**src/rtl/lst_pkg.sv**
```systemverilog
// Shared constants for the latency statistics tracker.
// Register map, field widths and default window depth; no dependencies.
`timescale 1ns / 1ps
`default_nettype none

package lst_pkg;

   // Width of every timer reading and statistic word.
   localparam int DATA_W = 32;

   // Default number of samples in the moving-average window.
   localparam int DEFAULT_WINDOW_DEPTH = 16;

   // Configuration port geometry: one 32-bit register at byte address 0.
   localparam int CSR_ADDR_W = 3;
   localparam int CSR_DATA_W = 32;

   // Register indexes, taken from the word address bit.
   typedef enum logic {
      REG_TIMER_MAX = 1'b0
   } csr_reg_type;

   // Reset value of the timer wrap point.
   localparam logic [DATA_W-1:0] TIMER_MAX_RESET = {DATA_W{1'b1}};

endpackage : lst_pkg

`default_nettype wire

```
**src/rtl/lst_ram.sv**
```systemverilog
// Generic single-port-write, single-port-read synchronous RAM.
// Registered read with read-before-write behavior; no dependencies.
`timescale 1ns / 1ps
`default_nettype none

module lst_ram #(
   parameter int WIDTH = 32,
   parameter int DEPTH = 16
) (
   input  wire logic                     clock,
   input  wire logic                     wr_en,
   input  wire logic [$clog2(DEPTH)-1:0] wr_addr,
   input  wire logic [WIDTH-1:0]         wr_data,
   input  wire logic                     rd_en,
   input  wire logic [$clog2(DEPTH)-1:0] rd_addr,
   output logic      [WIDTH-1:0]         rd_data
);

   logic [WIDTH-1:0] mem_ff [DEPTH];
   logic [WIDTH-1:0] rd_data_ff;

   // Storage array; a read of the entry being written returns the old value.
   always_ff @(posedge clock) begin
      if (wr_en) begin
         mem_ff[wr_addr] <= wr_data;
      end
      if (rd_en) begin
         rd_data_ff <= mem_ff[rd_addr];
      end
   end

   assign rd_data = rd_data_ff;

endmodule : lst_ram

`default_nettype wire

```
**src/rtl/latency_statistics_tracker.sv**
```systemverilog
// Top level of the latency statistics tracker.
// Depends on lst_pkg for constants and on lst_ram for the sample window.
`timescale 1ns / 1ps
`default_nettype none

// The tracker takes one word per cycle, each a start and stop timer reading,
// and returns one result word per input word: the wrap-corrected interval,
// the moving average over the last WINDOW_DEPTH intervals, and the minimum
// and maximum since reset. It is a two-stage pipeline: the first stage forms
// the interval and writes it into the window RAM while reading the sample it
// replaces; the second stage updates the running sum, minimum and maximum and
// holds the result in the output register. An accepted word passes through the
// stage-one registers and then the output register before its result is
// presented. A new word can be accepted every cycle while the
// result side keeps up; a stalled result holds the pipeline.
// The window reads as all zero after reset without any clearing pass, so
// words are accepted from the first cycle out of reset. The average is the
// running sum shifted right by floor(log2(WINDOW_DEPTH)), saturated to 32
// bits. The timer wrap point register (reset all ones) should be written
// only while the block is idle.

module latency_statistics_tracker #(
   parameter int WINDOW_DEPTH = lst_pkg::DEFAULT_WINDOW_DEPTH
) (
   input  wire logic                             clock,
   input  wire logic                             reset,
   // Measurement input
   input  wire logic                             req_valid,
   output logic                                  req_stall,
   input  wire logic [lst_pkg::DATA_W-1:0]       req_start_time,
   input  wire logic [lst_pkg::DATA_W-1:0]       req_stop_time,
   // Statistics output
   output logic                                  rsp_valid,
   input  wire logic                             rsp_stall,
   output logic      [lst_pkg::DATA_W-1:0]       rsp_elapsed,
   output logic      [lst_pkg::DATA_W-1:0]       rsp_average,
   output logic      [lst_pkg::DATA_W-1:0]       rsp_minimum,
   output logic      [lst_pkg::DATA_W-1:0]       rsp_maximum,
   // Configuration port
   input  wire logic                             csr_psel,
   input  wire logic                             csr_penable,
   input  wire logic                             csr_pwrite,
   input  wire logic [lst_pkg::CSR_ADDR_W-1:0]   csr_paddr,
   input  wire logic [lst_pkg::CSR_DATA_W-1:0]   csr_pwdata,
   output logic      [lst_pkg::CSR_DATA_W-1:0]   csr_prdata,
   output logic                                  csr_pready
);

   localparam int DW     = lst_pkg::DATA_W;
   localparam int SLOT_W = $clog2(WINDOW_DEPTH);
   localparam int SUM_W  = DW + $clog2(WINDOW_DEPTH);
   localparam int SHIFT  = $clog2(WINDOW_DEPTH + 1) - 1;
   localparam logic [SLOT_W-1:0] LAST_SLOT = SLOT_W'(WINDOW_DEPTH - 1);
   localparam logic [SUM_W-1:0]  AVG_LIMIT = SUM_W'({DW{1'b1}});

   // Configuration register
   logic [DW-1:0]            timer_max_ff;
   logic [DW-1:0]            timer_max_in;
   logic                     csr_write;
   lst_pkg::csr_reg_type     csr_reg;

   // Pipeline control
   logic                     accept;
   logic                     s2_load;
   logic                     s1_valid_ff;
   logic                     s1_valid_in;
   logic                     rsp_valid_ff;
   logic                     rsp_valid_in;

   // Ring position and window fill state
   logic [SLOT_W-1:0]        slot_ff;
   logic [SLOT_W-1:0]        slot_in;
   logic                     wrapped_ff;
   logic                     wrapped_in;

   // Stage one payload
   logic [DW-1:0]            elapsed;
   logic [DW-1:0]            s1_elapsed_ff;
   logic                     s1_old_valid_ff;
   logic [DW-1:0]            ram_rd_data;

   // Statistics state
   logic [SUM_W-1:0]         sum_ff;
   logic [SUM_W-1:0]         sum_in;
   logic [DW-1:0]            min_ff;
   logic [DW-1:0]            min_in;
   logic [DW-1:0]            max_ff;
   logic [DW-1:0]            max_in;
   logic                     have_sample_ff;
   logic [DW-1:0]            old_sample;
   logic [SUM_W-1:0]         sum_shifted;

   // Output register
   logic [DW-1:0]            rsp_elapsed_ff;
   logic [DW-1:0]            rsp_average_ff;
   logic [DW-1:0]            average_in;

   // Configuration decode; the word address bit selects the register.
   assign csr_pready = 1'b1;
   assign csr_reg    = lst_pkg::csr_reg_type'(csr_paddr[2]);
   assign csr_write  = csr_psel & csr_penable & csr_pwrite;

   always_comb begin
      timer_max_in = timer_max_ff;
      csr_prdata   = '0;
      unique case (csr_reg)
         lst_pkg::REG_TIMER_MAX: begin
            csr_prdata = timer_max_ff;
            if (csr_write) begin
               timer_max_in = csr_pwdata;
            end
         end
         default: begin
            csr_prdata = '0;
         end
      endcase
   end

   always_ff @(posedge clock) begin
      if (reset) begin
         timer_max_ff <= lst_pkg::TIMER_MAX_RESET;
      end else begin
         timer_max_ff <= timer_max_in;
      end
   end

   // Handshake: stage one moves on when the output register is free or drains.
   assign s2_load      = s1_valid_ff & (~rsp_valid_ff | ~rsp_stall);
   assign req_stall    = s1_valid_ff & ~s2_load;
   assign accept       = req_valid & ~req_stall;
   assign s1_valid_in  = accept | (s1_valid_ff & ~s2_load);
   assign rsp_valid_in = s2_load | (rsp_valid_ff & rsp_stall);

   // Wrap-corrected interval length, modulo 2^32.
   always_comb begin
      if (req_stop_time >= req_start_time) begin
         elapsed = req_stop_time - req_start_time;
      end else begin
         elapsed = timer_max_ff - req_start_time + req_stop_time;
      end
   end

   // Ring position advances per accepted word; the window counts as filled
   // once the position has wrapped.
   always_comb begin
      slot_in    = slot_ff;
      wrapped_in = wrapped_ff;
      if (accept) begin
         if (slot_ff == LAST_SLOT) begin
            slot_in    = '0;
            wrapped_in = 1'b1;
         end else begin
            slot_in = slot_ff + 1'b1;
         end
      end
   end

   // Window memory: the new interval replaces the oldest, whose value is read
   // out in the same access.
   lst_ram #(
      .WIDTH (DW),
      .DEPTH (WINDOW_DEPTH)
   ) u_window (
      .clock   (clock),
      .wr_en   (accept),
      .wr_addr (slot_ff),
      .wr_data (elapsed),
      .rd_en   (accept),
      .rd_addr (slot_ff),
      .rd_data (ram_rd_data)
   );

   // Stage one registers.
   always_ff @(posedge clock) begin
      if (reset) begin
         s1_valid_ff <= 1'b0;
         slot_ff     <= '0;
         wrapped_ff  <= 1'b0;
      end else begin
         s1_valid_ff <= s1_valid_in;
         slot_ff     <= slot_in;
         wrapped_ff  <= wrapped_in;
      end
   end

   always_ff @(posedge clock) begin
      if (accept) begin
         s1_elapsed_ff   <= elapsed;
         s1_old_valid_ff <= wrapped_ff;
      end
   end

   // Running sum, average and extremes for the word in stage one.
   always_comb begin
      old_sample  = s1_old_valid_ff ? ram_rd_data : '0;
      sum_in      = sum_ff - SUM_W'(old_sample) + SUM_W'(s1_elapsed_ff);
      sum_shifted = sum_in >> SHIFT;
      if (sum_shifted > AVG_LIMIT) begin
         average_in = {DW{1'b1}};
      end else begin
         average_in = sum_shifted[DW-1:0];
      end
      if (!have_sample_ff) begin
         min_in = s1_elapsed_ff;
         max_in = s1_elapsed_ff;
      end else begin
         min_in = (s1_elapsed_ff < min_ff) ? s1_elapsed_ff : min_ff;
         max_in = (s1_elapsed_ff > max_ff) ? s1_elapsed_ff : max_ff;
      end
   end

   // Statistics state and output register.
   always_ff @(posedge clock) begin
      if (reset) begin
         rsp_valid_ff   <= 1'b0;
         have_sample_ff <= 1'b0;
         sum_ff         <= '0;
         min_ff         <= '0;
         max_ff         <= '0;
      end else begin
         rsp_valid_ff <= rsp_valid_in;
         if (s2_load) begin
            have_sample_ff <= 1'b1;
            sum_ff         <= sum_in;
            min_ff         <= min_in;
            max_ff         <= max_in;
         end
      end
   end

   always_ff @(posedge clock) begin
      if (s2_load) begin
         rsp_elapsed_ff <= s1_elapsed_ff;
         rsp_average_ff <= average_in;
      end
   end

   assign rsp_valid   = rsp_valid_ff;
   assign rsp_elapsed = rsp_elapsed_ff;
   assign rsp_average = rsp_average_ff;
   assign rsp_minimum = min_ff;
   assign rsp_maximum = max_ff;

endmodule : latency_statistics_tracker

`default_nettype wire

```
**config.mk**
```make
export PLATFORM = sky130hd
export DESIGN_NAME = latency_statistics_tracker
export DESIGN_NICKNAME = d
export VERILOG_FILES = /design/src/rtl/lst_pkg.sv /design/src/rtl/lst_ram.sv /design/src/rtl/latency_statistics_tracker.sv
export SDC_FILE = /design/constraint.sdc
export NUM_CORES = 1
export LEC_CHECK = 0
export BUFFER_PORTS_ARGS = -buffer_cell sky130_fd_sc_hd__buf_4
export CAP_MARGIN = 40
export CORE_MARGIN = 1
export CORE_UTILIZATION = 35
export CTS_BUF_LIST = sky130_fd_sc_hd__clkbuf_4
export DETAILED_ROUTE_END_ITERATION = 16
export PLACE_DENSITY = 0.61
export SLEW_MARGIN = 20
export SYNTH_ARGS = -nofsm -noshare
export SYNTH_HDL_FRONTEND = slang
export SYNTH_SLANG_ARGS = --single-unit
```
**constraint.sdc**
```tcl
create_clock -name clock -period 7.12 [get_ports clock]
set_clock_uncertainty 0.2 [all_clocks]
set_input_delay 0 -clock clock [delete_from_list [all_inputs] [get_ports clock]]
set_output_delay 0 -clock clock [all_outputs]
set_load 0.005 [all_outputs]
```
# ---- Word level (Yosys, flattened, before mapping)
# Memories as Yosys holds them, arrays and structs flattened. A register that Yosys moved wholly into a read port is not among the register bits.
# Index checks and enable logic that the tools add are counted.
dict set report op_classes {
  reduce_logical 4
  n_mux 10
  n_lt_le_gt_ge 4
  n_eq_ne 3
  n_addsub 6
  bitwise_logic 14
}
# op count
set op_table {}
lappend op_table {{$mux 32} 7}
lappend op_table {{$sub 32x32->32} 2}
lappend op_table {{$add 36x32->36} 1}
lappend op_table {{$sub 36x32->36} 1}
lappend op_table {{$add 32x32->32} 1}
lappend op_table {{$ge 32x32->1} 1}
lappend op_table {{$gt 32x32->1} 1}
lappend op_table {{$gt 32x32->1 const B} 1}
lappend op_table {{$lt 32x32->1} 1}
lappend op_table {{$reduce_and 2->1} 4}
lappend op_table {{$and 1x1->1} 6}
lappend op_table {{$not 1->1} 5}
lappend op_table {{$add 4x1->4 const B} 1}
lappend op_table {{$eq 4x4->1 const B} 1}
lappend op_table {{$mux 4} 1}
lappend op_table {{$ne 2x1->1 const B} 2}
lappend op_table {{$or 1x1->1} 3}
lappend op_table {{$mux 1} 2}
dict set report word_totals {
  mem_count 1
  out_inout_bits 163
  ramBits 512
  word_cells 55
  input_bits 106
  register_bits 237
}
# name words word_bits rd rd_clocked_by_memory_dff write_ports line_no
set mem_list {}
lappend mem_list {u_window.mem_ff 16 32 1 1 1 lst_ram.sv:19} ;# logic [WIDTH-1:0] mem_ff [DEPTH];

# ---- Logic depth before layout (Yosys ltp)
# Gate-level depths: netlist of run 1.
dict set report logic_depth {
  depth_word 9
  ltp_mapped 15
  depth_no_buf 15
}

# ---- Hierarchy
# Synthesis of run 1 repeated with hierarchy kept, for this count alone.
dict set report hier_totals {
  cells_unflattened 2912
  area_unflattened_um2 37817.5
}
# module seq_area_each_um2 cells_each n_inst area_per_inst_um2
set modules_own_cells {}
lappend modules_own_cells {lst_ram 16335.7 838 1 20174.3}
lappend modules_own_cells {latency_statistics_tracker 5715.5 2074 1 17643.2}

# ---- Worst setup path before layout of run 1
# OpenSTA, ideal clock, no wires.
dict set report synth_path {
  path_type {register to register}
  startpoint {reg rsp_valid_ff (netlist: rsp_valid)}
  endpoint {mem u_window.mem_ff[3][0], enable pin}
  period_less_slack_ns 6.043
  required_ns 6.459
  setup_ns 0.461
  stages_incl_launch_ff 6
  path_buffers 1
  t_arrival_ns 5.382
  setup_slack_ns 1.077
  cell_sequence {dfxtp_1 -> and3_1 -> nor2b_1 -> clkbuf_1 -> nand2_1 -> nor3_1}
}
dict set report synth_between {
  elab_chain_len 9
}
# element line_no
set synth_rtl {}
lappend synth_rtl {{from (decl)} latency_statistics_tracker.sv:67} ;# logic rsp_valid_ff;
lappend synth_rtl {{from (signal assigned)} latency_statistics_tracker.sv:221} ;# rsp_valid_ff <= rsp_valid_in;
lappend synth_rtl {{$not 1->1} latency_statistics_tracker.sv:128} ;# assign s2_load = s1_valid_ff & (~rsp_valid_ff | ~rsp_stall);
lappend synth_rtl {{$or 1x1->1} latency_statistics_tracker.sv:128}
lappend synth_rtl {{$and 1x1->1} latency_statistics_tracker.sv:128}
lappend synth_rtl {{$not 1->1} latency_statistics_tracker.sv:129} ;# assign req_stall = s1_valid_ff & ~s2_load;
lappend synth_rtl {{$and 1x1->1} latency_statistics_tracker.sv:129}
lappend synth_rtl {{net req_stall} latency_statistics_tracker.sv:29} ;# output logic req_stall,
lappend synth_rtl {{$not 1->1} latency_statistics_tracker.sv:130} ;# assign accept = req_valid & ~req_stall;
lappend synth_rtl {{$and 1x1->1} latency_statistics_tracker.sv:130}
lappend synth_rtl {{net accept} latency_statistics_tracker.sv:63} ;# logic accept;
lappend synth_rtl {{$mux 1} lst_ram.sv:24} ;# if (wr_en) begin
lappend synth_rtl {{$mux 1 (implied by the code)} lst_ram.sv:25} ;# mem_ff[wr_addr] <= wr_data;
lappend synth_rtl {{to (decl)} lst_ram.sv:19}
# The timed path passes the listed nets, and every way through them passes these cells.

# ---- Worst setup path after layout of run 1
dict set report layout_path {
  startpoint {reg timer_max_ff[4]}
  endpoint {reg s1_elapsed_ff[27] (data pin)}
}
dict set report layout_between {
  elab_chain_len 3
}
# element line_no
set layout_rtl {}
lappend layout_rtl {{from (decl)} latency_statistics_tracker.sv:57} ;# logic [DW-1:0] timer_max_ff;
lappend layout_rtl {{from (signal assigned)} latency_statistics_tracker.sv:121} ;# timer_max_ff <= lst_pkg::TIMER_MAX_RESET;
lappend layout_rtl {{from (signal assigned)} latency_statistics_tracker.sv:123} ;# timer_max_ff <= timer_max_in;
lappend layout_rtl {{$sub 32x32->32} latency_statistics_tracker.sv:139} ;# elapsed = timer_max_ff - req_start_time + req_stop_time;
lappend layout_rtl {{$add 32x32->32} latency_statistics_tracker.sv:139}
lappend layout_rtl {{$mux 32} latency_statistics_tracker.sv:136} ;# if (req_stop_time >= req_start_time) begin
lappend layout_rtl {{net elapsed[27]} latency_statistics_tracker.sv:77} ;# logic [DW-1:0] elapsed;
lappend layout_rtl {{to (signal assigned)} latency_statistics_tracker.sv:188} ;# s1_elapsed_ff <= elapsed;
lappend layout_rtl {{to (decl)} latency_statistics_tracker.sv:78} ;# logic [DW-1:0] s1_elapsed_ff;
# The timed path passes the listed nets, and every way through them passes these cells.
# A chain may end at the register's enable or synchronous reset.

==> results of run 1 <==
-- registers in the layout (all words and copies together) (netlist names), 32 cells and up --
signal / cells
u_window.mem_ff: 512
sum_ff: 36
rsp_average: 32
rsp_elapsed: 32
rsp_maximum: 32
rsp_minimum: 32
s1_elapsed_ff: 32
timer_max_ff: 32
u_window.rd_data: 32
-- power by group --
part	total, uW	switching [uW]	internal, uW
registers	6050	267	5790
clock network	4000	1910	2090
logic	4650	2680	1970
total	14700	4860	9850
-- metal layers --
metal	part of all wire, %	GRT usage [%]
met1	43	23.6
met2	48	30.4
met3	6.5	3.56
met4	2.0	5.73
met5	0	0
-- stage by stage --
stage               hold WS (ns)  cell area, um2  cells  setup slack, ns
floorplan                -0.0761           38100   2851             1.08
global placement          0.0244           41900   4452             2.21
detailed placement        0.0284           42200   4473             2.60
CTS                      0.00367           47700   5121             2.04
global route              0.0579           47700   5130             1.69
finish                    0.0576           47700   5132             2.13
-- timing repair --
| action | 4_1_cts | 5_1_grt |
|---|---|---|
| hold buffers | 274 | 0 |
| hold endpoints to repair | 988 | 0 |
| endpoints found under the setup margin | 0 | 0 |
-- cell type report --
class	count	area, um2	share of cell area [%]
diodes	10	25.0	0.0524
clock buffers	323	2420	5.08
clock inverters	51	329	0.689
inverters	373	1410	2.94
multi-input cells	1571	14300	29.9
flip-flops and latches	781	22100	46.2
well taps	1403	1760	3.68
repair buffers	620	5490	11.5
-- Yosys cell counts (16+ instances only) --
library cell / n / area (um2)
a211oi_1: 18 / 135
a21o_1: 72 / 541
a21oi_1: 171 / 856
a31oi_1: 16 / 100
a41o_1: 33 / 330
and2_1: 35 / 219
buf_1: 18 / 67.6
clkbuf_1: 92 / 345
dfxtp_1: 140 / 2800
edfxtp_1: 641 / 19200
fa_1: 64 / 1280
ha_1: 167 / 2090
inv_1: 371 / 1390
mux2i_1: 43 / 430
mux4_2: 160 / 3600
nand2_1: 202 / 758
nand2b_1: 19 / 119
nand3_1: 25 / 125
nand4_1: 23 / 144
nor2_1: 131 / 492
nor3_1: 28 / 140
o211ai_1: 42 / 315
o21ai_0: 44 / 220
o21ai_1: 32 / 160
xnor2_1: 53 / 464
xor2_1: 36 / 315
-- critical path: stages (launching register included) --
cell	delay [ns]
dfxtp_1	0.30
inv_1	0.08
fa_1	0.49
inv_1	0.04
ha_1	0.35
dlygate4sd3_1	0.59
a21oi_1	0.18
o211ai_1	0.16
a41oi_2	0.46
a21oi_1	0.20
a31o_2	0.32
a21oi_1	0.21
xnor2_1	0.15
nand2_1	0.08
o31ai_2	0.10
dlygate4sd3_1	0.68
buf_4	0.21
-- worst paths after layout --
path                                              startpoint                               end  slack (ns)  depth (start not counted)
worst max register to register  timer_max_ff[4]$_SDFFE_PP1P_       s1_elapsed_ff[27]$_DFFE_PP_        2.13                         16
worst max-delay path            timer_max_ff[4]$_SDFFE_PP1P_       s1_elapsed_ff[27]$_DFFE_PP_        2.13                         16
worst min-delay path                        req_stop_time[0]  u_window.mem_ff[15][0]$_DFFE_PP_        0.06                          5
worst min register to register       wrapped_ff$_SDFFE_PP0P_         s1_old_valid_ff$_DFFE_PP_        0.24                          0
-- placed cells by master, fill, tap and decap left out, types with 13 or more instances in the layout --
master | synthesis | routed
a211oi_1 | 18 | 18
a21o_1 | 72 | 72
a21oi_1 | 171 | 171
a31oi_1 | 16 | 16
a41o_1 | 33 | 33
and2_1 | 35 | 35
and3_1 | 14 | 14
buf_4 | 2 | 336
clkbuf_4 | 0 | 323
clkinv_1 | 1 | 31
dfxtp_1 | 140 | 136
dlygate4sd3_1 | 0 | 273
edfxtp_1 | 641 | 641
fa_1 | 64 | 64
ha_1 | 167 | 167
inv_1 | 371 | 370
mux2i_1 | 43 | 43
mux4_2 | 160 | 160
nand2_1 | 202 | 201
nand2b_1 | 19 | 19
nand3_1 | 25 | 24
nand4_1 | 23 | 23
nor2_1 | 131 | 119
nor2b_1 | 14 | 13
nor3_1 | 28 | 24
o211ai_1 | 42 | 42
o21a_1 | 14 | 14
o21ai_0 | 44 | 44
o21ai_1 | 32 | 31
xnor2_1 | 53 | 53
xor2_1 | 36 | 36
-- cell families (layout without fill, tap and decap cells) --
family / count (synthesis) / in the layout
AOI/OAI and AO/OA: 519 / 519
xor gates and xnor gates: 89 / 89
adders and majority gates: 231 / 231
buffers and inverters: 499 / 1367
DFF: 781 / 781
muxes: 204 / 204
other: 1 / 11
and+or+nand+nor: 527 / 527
==> qor.yml, run 1 <==
grt:
  grt_pass1_wl_um: 154000
  grt_max_degree: 73
  grt_pass1_vias: 26778
  antenna_found_initial: 3
  grt-ovfl-total: 0
  track_usage_pct: 18.1
synthesis:
  syn_area_mm2: 0.0381
  synthCells: 2851
  async_flop_share_pct: 0
  ys_types: 86
  synthMuxAreaShare_pct: 10.6
  synth_edf_count: 641
  synth_compound_area_share_pct: 9.16
  ys_seq_elements: 781
  synth_xor_area_share_pct: 2.05
  ys_seq_area_share_pct: 57.9
  synth_warnings: 0
  syn_nets: 3188
  synth_fa_ha_area_share_pct: 8.85
  synth_flop_cell: "edfxtp_1"
  synthSimpleGateAreaFrac_pct: 6.43
  synth_top_family_by_area: "multiplexers"
  avgSynthCellArea_um2: 13.4
sta:
  clock.fmax_ghz: 0.200
  finalSetupTns_ns: 0
  worst_pin_slew_ns: 0.853
  fin_crit_sh_pct: 70.1
  finalSetupViolCount: 0
  finalWorstPathRequiredPeriod_ns: 4.99
  finalHoldViolCount: 0
  drv_slew: 0
  rsz0062_at_grt: "false"
  max_slew_margin_pct: 43.1
clock_tree:
  htree_levels: 4
  insertion_delay_ns: 1.13
  cts_tree: "done"
  cts_max_path_buffers: 3
  cts_num_sinks: 781
  cts.repair.resized: 0
  numCtsBuffers: 202
  postCtsSetupRepairBufs: 0
  clkTransAtPathRegs_ns: 0.07
  root_buffer: "clkbuf_4"
critical_path:
  critPathLaunchType: "flip-flop"
  critPathCaptureType: "flip-flop"
  critPathMaxFanout: 13
  crit_required_ns: 7.82
  cp.arrival_ns: 5.69
  worstSetupPathType: "reg2reg"
pwr:
  ir_drop_v: 0.000154
  p_per_area_mw_per_mm2: 308
  leakagePower_uw: 0.0187
  finalPower_uw: 14700
die:
  start_util_pct: 35.4
  ioPinCount: 269
  die_area_mm2: 0.110
  die_w_um: 332
  rows: 120
  core-area_mm2: 0.108
  die_h_um: 332
finish:
  finish.net_count: 3886
  area_delta_synth_final_pct: 25.3
  drive_above_1_share_pct: 24.1
  fill_cells: 9711
  finish.utilization_pct: 44.4
route:
  drtIter0Drc: 1537
  drc_errors: 0
  wl_um: 100000
  viasPerCell: 5.00
  drt_pre_antenna_iters: 7
  drtAntennaViolNets: 0
  vias: 25675
  wl_per_cell_um: 19.5
outcome:
  status: "completed"
placed_design:
  port_buffers: 265
  detailed_place_hpwl_um: 65900
  place_congestion: 0.851
min_path:
  hold_class: "in2reg"
flow_run:
  drv_cap: 0
No activity file was read; power rests on OpenSTA's default activity.
==> inputs of run 2 (changes only) <==
Settings changed: PLACE_DENSITY 0.61 to 0.63.
Clock period 7.12 ns to 4.2 ns, I/O delays scaled along.
==> run 2 against run 1 <==
- global-route usage barely moved
- final cell count rose by 1.4%
- sequential power rose by 69%
- largest power group unchanged
- die area did not move
- flip-flop and latch count did not move
- combinational power rose by 78%
- wire length rose by 0.97%
- via count rose by 1.1%
- total power rose by 71%
- first-iteration DRC count rose by 1.4%
- cell area rose by 1.3%
==> qor.yml, run 2 (same netlist as run 1, synthesis figures left out) <==
grt:
  grt_pass1_vias: 26500  # -1.0%
  grt_max_degree: 69  # -5.5%
  grt_pass1_wl_um: 154000  # +0.18%
  track_usage_pct: 18.2  # +0.032 points
  antenna_found_initial: 7  # +4
  grt-ovfl-total: 0  # unchanged
pwr:
  ir_drop_v: 0.000243  # +58%
  p_per_area_mw_per_mm2: 520  # +69%
  leakagePower_uw: 0.0191  # +1.7%
outcome:
  status: "completed"
finish:
  fill_cells: 9669  # -0.43%
  drive_above_1_share_pct: 25.9  # +1.8 points
  largest_reg_flops: 512  # unchanged
  design_area_mm2: 0.0484  # +1.3%
  area_delta_synth_final_pct: 26.9
  reg_top3: "u_window.mem_ff (512), sum_ff (36)"
  final_cell_mix: "edfxtp_1 (641), buf_4 (413), inv_1 (369)"
  mostFrequentLayoutCell: "edfxtp_1"
  regMostFlops: "u_window.mem_ff"
  finish.net_count: 3967  # +2.1%
clock_tree:
  cts_tree: "done"
  clkTransAtPathRegs_ns: 0.06  # about the same
  cts_max_path_buffers: 3  # unchanged
  root_buffer: "clkbuf_4"
  cts_num_sinks: 781  # unchanged
  numCtsBuffers: 203  # +0.50%
  insertion_delay_ns: 1.11  # -0.02 ns
  htree_levels: 4  # unchanged
sta:
  finalWorstPathRequiredPeriod_ns: 4.10
  finalHoldViolCount: 0  # unchanged
  worst_pin_slew_ns: 0.876  # +0.0227 ns
  finalSetupViolCount: 0  # unchanged
  finalWorstSetupSlack_ns: 0.102  # -2.03 ns
  clock.fmax_ghz: 0.244
  fin_crit_sh_pct: 97.6
  drv_slew: 0  # unchanged
  max_slew_margin_pct: 41.4  # -1.7 points
placed_design:
  postPlaceCellArea_mm2: 0.0428  # +1.4%
  detailed_place_hpwl_um: 66500  # +0.84%
  port_buffers: 265  # unchanged
  place_congestion: 0.886  # +4.0%
  dp_slack_ns: 0.114  # -2.48 ns
critical_path:
  crit_required_ns: 4.78  # -3.04 ns
  critPathCaptureType: "flip-flop"
  critPathMaxFanout: 7  # -6
  cp.arrival_ns: 4.67  # -1.02 ns
  reg2regPathDepth: 17  # +1
  critPathLaunchType: "primary input"
  worstSetupPathType: "in2reg"
die:
  die_area_mm2: 0.110  # unchanged
  ioPinCount: 269  # unchanged
  die_h_um: 332  # unchanged
  die_w_um: 332  # unchanged
  start_util_pct: 35.4  # unchanged
  core-area_mm2: 0.108  # unchanged
  rows: 120  # unchanged
route:
  drtAntennaViolNets: 0  # unchanged
  drt_pre_antenna_iters: 5  # -2
  vias: 25954  # +1.1%
  m1WireLength_um: 44000  # +1.2%
  wl_met3_um: 6280  # -4.1%
  wl_um: 101000  # +0.97%
  drc_errors: 0  # unchanged
  wl_per_cell_um: 19.4  # -0.47%
  viasPerCell: 4.99  # -0.35%
  drtIter0Drc: 1559  # +1.4%
  top_layer: "met5"
  wl_met2_um: 48600  # +1.2%
min_path:
  hold_class: "in2reg"
  min_path_cells: 6  # +1
flow_run:
  drv_cap: 0  # unchanged
==> run 2: changes by cell type in the layout (fill, tap and decap cells not counted), sizes merged <==
cell / change
clkinvlp: -1
buf: +80
bufinv: +1
clkbuf: -22
inv: +3
dlygate4sd3: -1
clkinv: +14
==> run 2: layout make-up <==
cell class | count | area [um2] | share of cell area [%]
sequential | 781 | 22100 | 45.6
inverter | 373 | 1410 | 2.90
antenna | 10 | 25.0 | 0.0517
tap | 1403 | 1760 | 3.63
clock buffer | 300 | 2250 | 4.66
clock inverter | 68 | 417 | 0.861
timing repair buffer | 700 | 6090 | 12.6
multi-input combinational | 1571 | 14400 | 29.7
==> run 2: final timing paths <==
check | slack [ns] | start | endpoint
min | 0.11 | req_stop_time[0] | u_window.mem_ff[12][0]$_DFFE_PP_
max | 0.10 | req_start_time[2] | u_window.mem_ff[1][31]$_DFFE_PP_
max reg2reg | 0.12 | timer_max_ff[3]$_SDFFE_PP1P_ | u_window.mem_ff[1][31]$_DFFE_PP_
min reg2reg | 0.25 | wrapped_ff$_SDFFE_PP0P_ | s1_old_valid_ff$_DFFE_PP_
==> run 2: stage by stage <==
step	hold slack, ns	util, %	cells	setup TNS (ns)	power (uW)
after detailed placement	0.0281	39.8	4549	0	18200
final	0.114	45.0	5206	0	25200
after CTS	0.0115	44.8	5191	0	25300
after floorplan	-0.0761	-	2851	0	15500
after global placement	0.0245	39.7	4537	-11.76	18100
after global routing	0.0467	45.0	5205	-0.414	26700
==> run 2: report_power, final <==
part	leakage, uW	internal, uW	switching, uW
Sequential	0.00701	9810	421
Combinational	0.0105	3580	4680
Clock	0.00159	3400	3270
==> run 2: metal layers <==
layer / global-route usage, % / vias to the layer above
met4: 5.59 / 4
li1: - / 12186
met5: 0 / -
met2: 30.1 / 895
met1: 24.1 / 12727
met3: 3.43 / 142
==> run 2: critical path, cell delays in order <==
cell and delay [ns]:
dlygate4sd3_1 0.54, buf_4 0.12, inv_1 0.04, ha_1 0.30, dlygate4sd3_1 0.64, o21a_1 0.13, o31a_1 0.24, o31ai_1 0.12
buf_4 0.16, a211oi_1 0.49, a21oi_1 0.21, a31oi_1 0.35, a31oi_1 0.14, dlygate4sd3_1 0.58, mux2i_1 0.23, xor2_2 0.11
buf_6 0.14, buf_6 0.13
==> run 2: what timing repair did <==
action | 4_1_cts | 5_1_grt
hold endpoints to repair | 1288 | 0
endpoints found under the setup margin | 0 | 189
hold buffers | 274 | 0
buffers inserted | 0 | 5
gates resized for setup | 0 | 30
==> inputs of run 3 (changes only) <==
Settings changed: CTS_CLUSTER_SIZE from default to 8, PLACE_DENSITY 0.63 to 0.61.
Clock period 4.2 ns to 4.3 ns, I/O delays scaled along.
==> run 3 against run 2 <==
- utilization is 0.44 points lower
- count of clock-buffer cells in the layout decreased by 1
- die area unchanged
- via count up 0.12%
- final cell count is 1.1% lower
- wire length grew 0.62%
- critical path type unchanged
- worst hold slack improved by 0.064 ns
- first-iteration DRC count barely moved
- highest routed layer unchanged
- critical endpoint is now u_window.mem_ff[4][5]$_DFFE_PP_
- combinational power down 4.0%
- non-clock buffer count decreased by 42
- total power shrank 3.4%
==> qor.yml, run 3 (same netlist as run 1, synthesis figures left out) <==
pwr:
  p_switching_uw: 8050  # -3.8%
  leakagePower_uw: 0.0188  # -1.3%
  seq_power_share_pct: 41.1  # +0.4 points
  p_int_uw: 16300  # -3.2%
  pwr-share-comb_pct: 32.6  # -0.2 points
  clkPwrFrac_pct: 26.2  # -0.3 points
  p_per_area_mw_per_mm2: 507  # -2.4%
  ir_drop_v: 0.000228  # -6.3%
  swShare_pct: 33.1  # -0.14 points
sta:
  fin_crit_sh_pct: 96.9
  finalHoldViolCount: 0  # unchanged
  worst_pin_slew_ns: 0.866  # -0.00947 ns
  finalWorstSetupSlack_ns: 0.133  # +0.0313 ns
  finalSetupTns_ns: 0  # unchanged
  rsz0062_at_grt: "false"
  drv_slew: 0  # unchanged
  max_slew_margin_pct: 42.3  # +0.82 points
  finalWorstPathRequiredPeriod_ns: 4.17
  finalSetupViolCount: 0  # unchanged
  clock.fmax_ghz: 0.240
die:
  die_area_mm2: 0.110  # unchanged
  ioPinCount: 269  # unchanged
  core-area_mm2: 0.108  # unchanged
  die_w_um: 332  # unchanged
  die_h_um: 332  # unchanged
  start_util_pct: 35.4  # unchanged
  rows: 120  # unchanged
route:
  viasPerCell: 5.05  # +1.2%
  wl_per_cell_um: 19.7  # +1.7%
  vias: 25986  # +0.12%
  drtIter0Drc: 1558  # -0.064%
  wl_um: 102000  # +0.62%
  drt_pre_antenna_iters: 5  # unchanged
  drc_errors: 0  # unchanged
  drtAntennaViolNets: 0  # unchanged
critical_path:
  crit_required_ns: 4.81  # +0.03 ns
  worstSetupPathType: "in2reg"
  crit_end: "u_window.mem_ff[4][5]$_DFFE_PP_"
  critPathCaptureType: "flip-flop"
  reg2regPathDepth: 14  # -3
  critPathLaunch: "req_stop_time[0]"
  rrSetupSlack_ns: 0.21  # +0.09 ns
  critPathMaxFanout: 21  # +14
  worstReg2RegStart: "s1_old_valid_ff$_DFFE_PP_"
  cp.arrival_ns: 4.67  # about the same
  critPathLaunchType: "primary input"
  crit-reg2reg-capture: "sum_ff[24]$_SDFFE_PP0P_"
finish:
  mostFrequentLayoutCell: "edfxtp_1"
  area_delta_synth_final_pct: 25.7
  design_area_mm2: 0.0479  # -0.98%
  fin_cells: 5149  # -1.1%
  largest_reg_flops: 512  # unchanged
  register_area_mm2: 0.0221  # unchanged
  multi_input_area_mm2: 0.0143  # -0.37%
  drive_above_1_share_pct: 25.0  # -0.94 points
  final_cell_mix: "edfxtp_1 (641), buf_4 (379), inv_1 (370)"
  fill_cells: 9739  # +0.72%
  reg_top3: "u_window.mem_ff (512), sum_ff (36)"
  finish.utilization_pct: 44.6  # -0.44 points
  finish.net_count: 3923  # -1.1%
  regMostFlops: "u_window.mem_ff"
placed_design:
  place_congestion: 0.870  # -1.8%
  port_buffers: 265  # unchanged
  dp_slack_ns: 0.213  # +0.0986 ns
  detailed_place_hpwl_um: 65700  # -1.2%
  place_inst: 4516  # -0.73%
  postPlaceCellArea_mm2: 0.0425  # -0.57%
clock_tree:
  numCtsBuffers: 201  # -0.99%
  insertion_delay_ns: 1.07  # -0.04 ns
  cts_num_sinks: 781  # unchanged
  htree_levels: 4  # unchanged
  cts_max_path_buffers: 3  # unchanged
  clkTransAtPathRegs_ns: 0.07  # about the same
  root_buffer: "clkbuf_4"
  cts_tree: "done"
outcome:
  status: "completed"
min_path:
  hold_class: "in2reg"
  min_path_cells: 5  # -1
grt:
  grt_pass1_vias: 26526  # +0.098%
  grt-ovfl-total: 0  # unchanged
  grt_max_degree: 60  # -13%
  grt_pass1_wl_um: 156000  # +0.92%
  antenna_found_initial: 7  # unchanged
  track_usage_pct: 18.4  # +0.26 points
flow_run:
  drv_cap: 0  # unchanged
## run 3: metrics by stage
step	total power, uW	hold slack (ns)
after CTS	24500	0.000953
after floorplan	15100	-0.0761
final	24300	0.178
after global placement	17700	0.0244
after global routing	25800	0.120
after detailed placement	17800	0.0271
## run 3: power by group through the flow
stage | sequential (uW) | clock, uW | combinational [uW]
finish | 10000 | 6380 | 7930
global route | 10100 | 6970 | 8810
CTS | 10000 | 6580 | 7880
detailed placement | 10200 | 0 | 7620
global placement | 10200 | 0 | 7490
floorplan | 9990 | 0 | 5140
## run 3: area by class of cell
cell class | instances | share of cell area (%)
multi-input cells | 1571 | 29.9
repair buffers | 658 | 12.0
clock buffers | 299 | 4.69
inverters | 373 | 2.93
diodes | 7 | 0.0366
flip-flops and latches | 781 | 46.1
well taps | 1403 | 3.67
clock inverters | 57 | 0.705
## run 3: worst min-delay path by stage
stage / slack, ns / start / end
after CTS: 0.001 / req_stop_time[26] / u_window.mem_ff[7][27]$_DFFE_PP_
after global routing: 0.12 / csr_pwrite / timer_max_ff[10]$_SDFFE_PP1P_
after detailed placement: 0.03 / req_valid / s1_valid_ff$_SDFF_PP0_
final: 0.18 / csr_pwrite / timer_max_ff[5]$_SDFFE_PP1P_
after global placement: 0.02 / req_valid / s1_valid_ff$_SDFF_PP0_
after floorplan: -0.08 / req_valid / s1_valid_ff$_SDFF_PP0_
## run 3: critical path: stages
cell and delay, ns:
dlygate4sd3_1 0.56, buf_4 0.11, dlygate4sd3_1 0.58, inv_1 0.06
ha_1 0.20, fa_1 0.40, nand2b_2 0.24, a21oi_2 0.18
o21ai_1 0.13, o311a_1 0.38, o211a_1 0.32, o41ai_2 0.10
a21oi_4 0.14, buf_4 0.19, buf_12 0.15, nor2_1 0.11
a21oi_1 0.05, dlygate4sd3_1 0.55, buf_4 0.20
## run 3: layer usage
metal  global-route usage [%]  wire length [um]  part of all wire, %  vias up
met5                        0                27                0.027        -
met4                     6.51              2550                  2.5        4
met3                     3.28              6330                  6.2      178
met2                     30.0             47800                   47      870
met1                     24.7             44900                   44    12817
li1                         -                 -                    -    12117
## run 3: repair_timing
item                                   in CTS  in global routing
endpoints found under the hold margin    1275                  0
setup endpoints to repair                   0                 87
resized for setup                           0                 11
hold buffers                              266                  0
buffers inserted                            0                  3
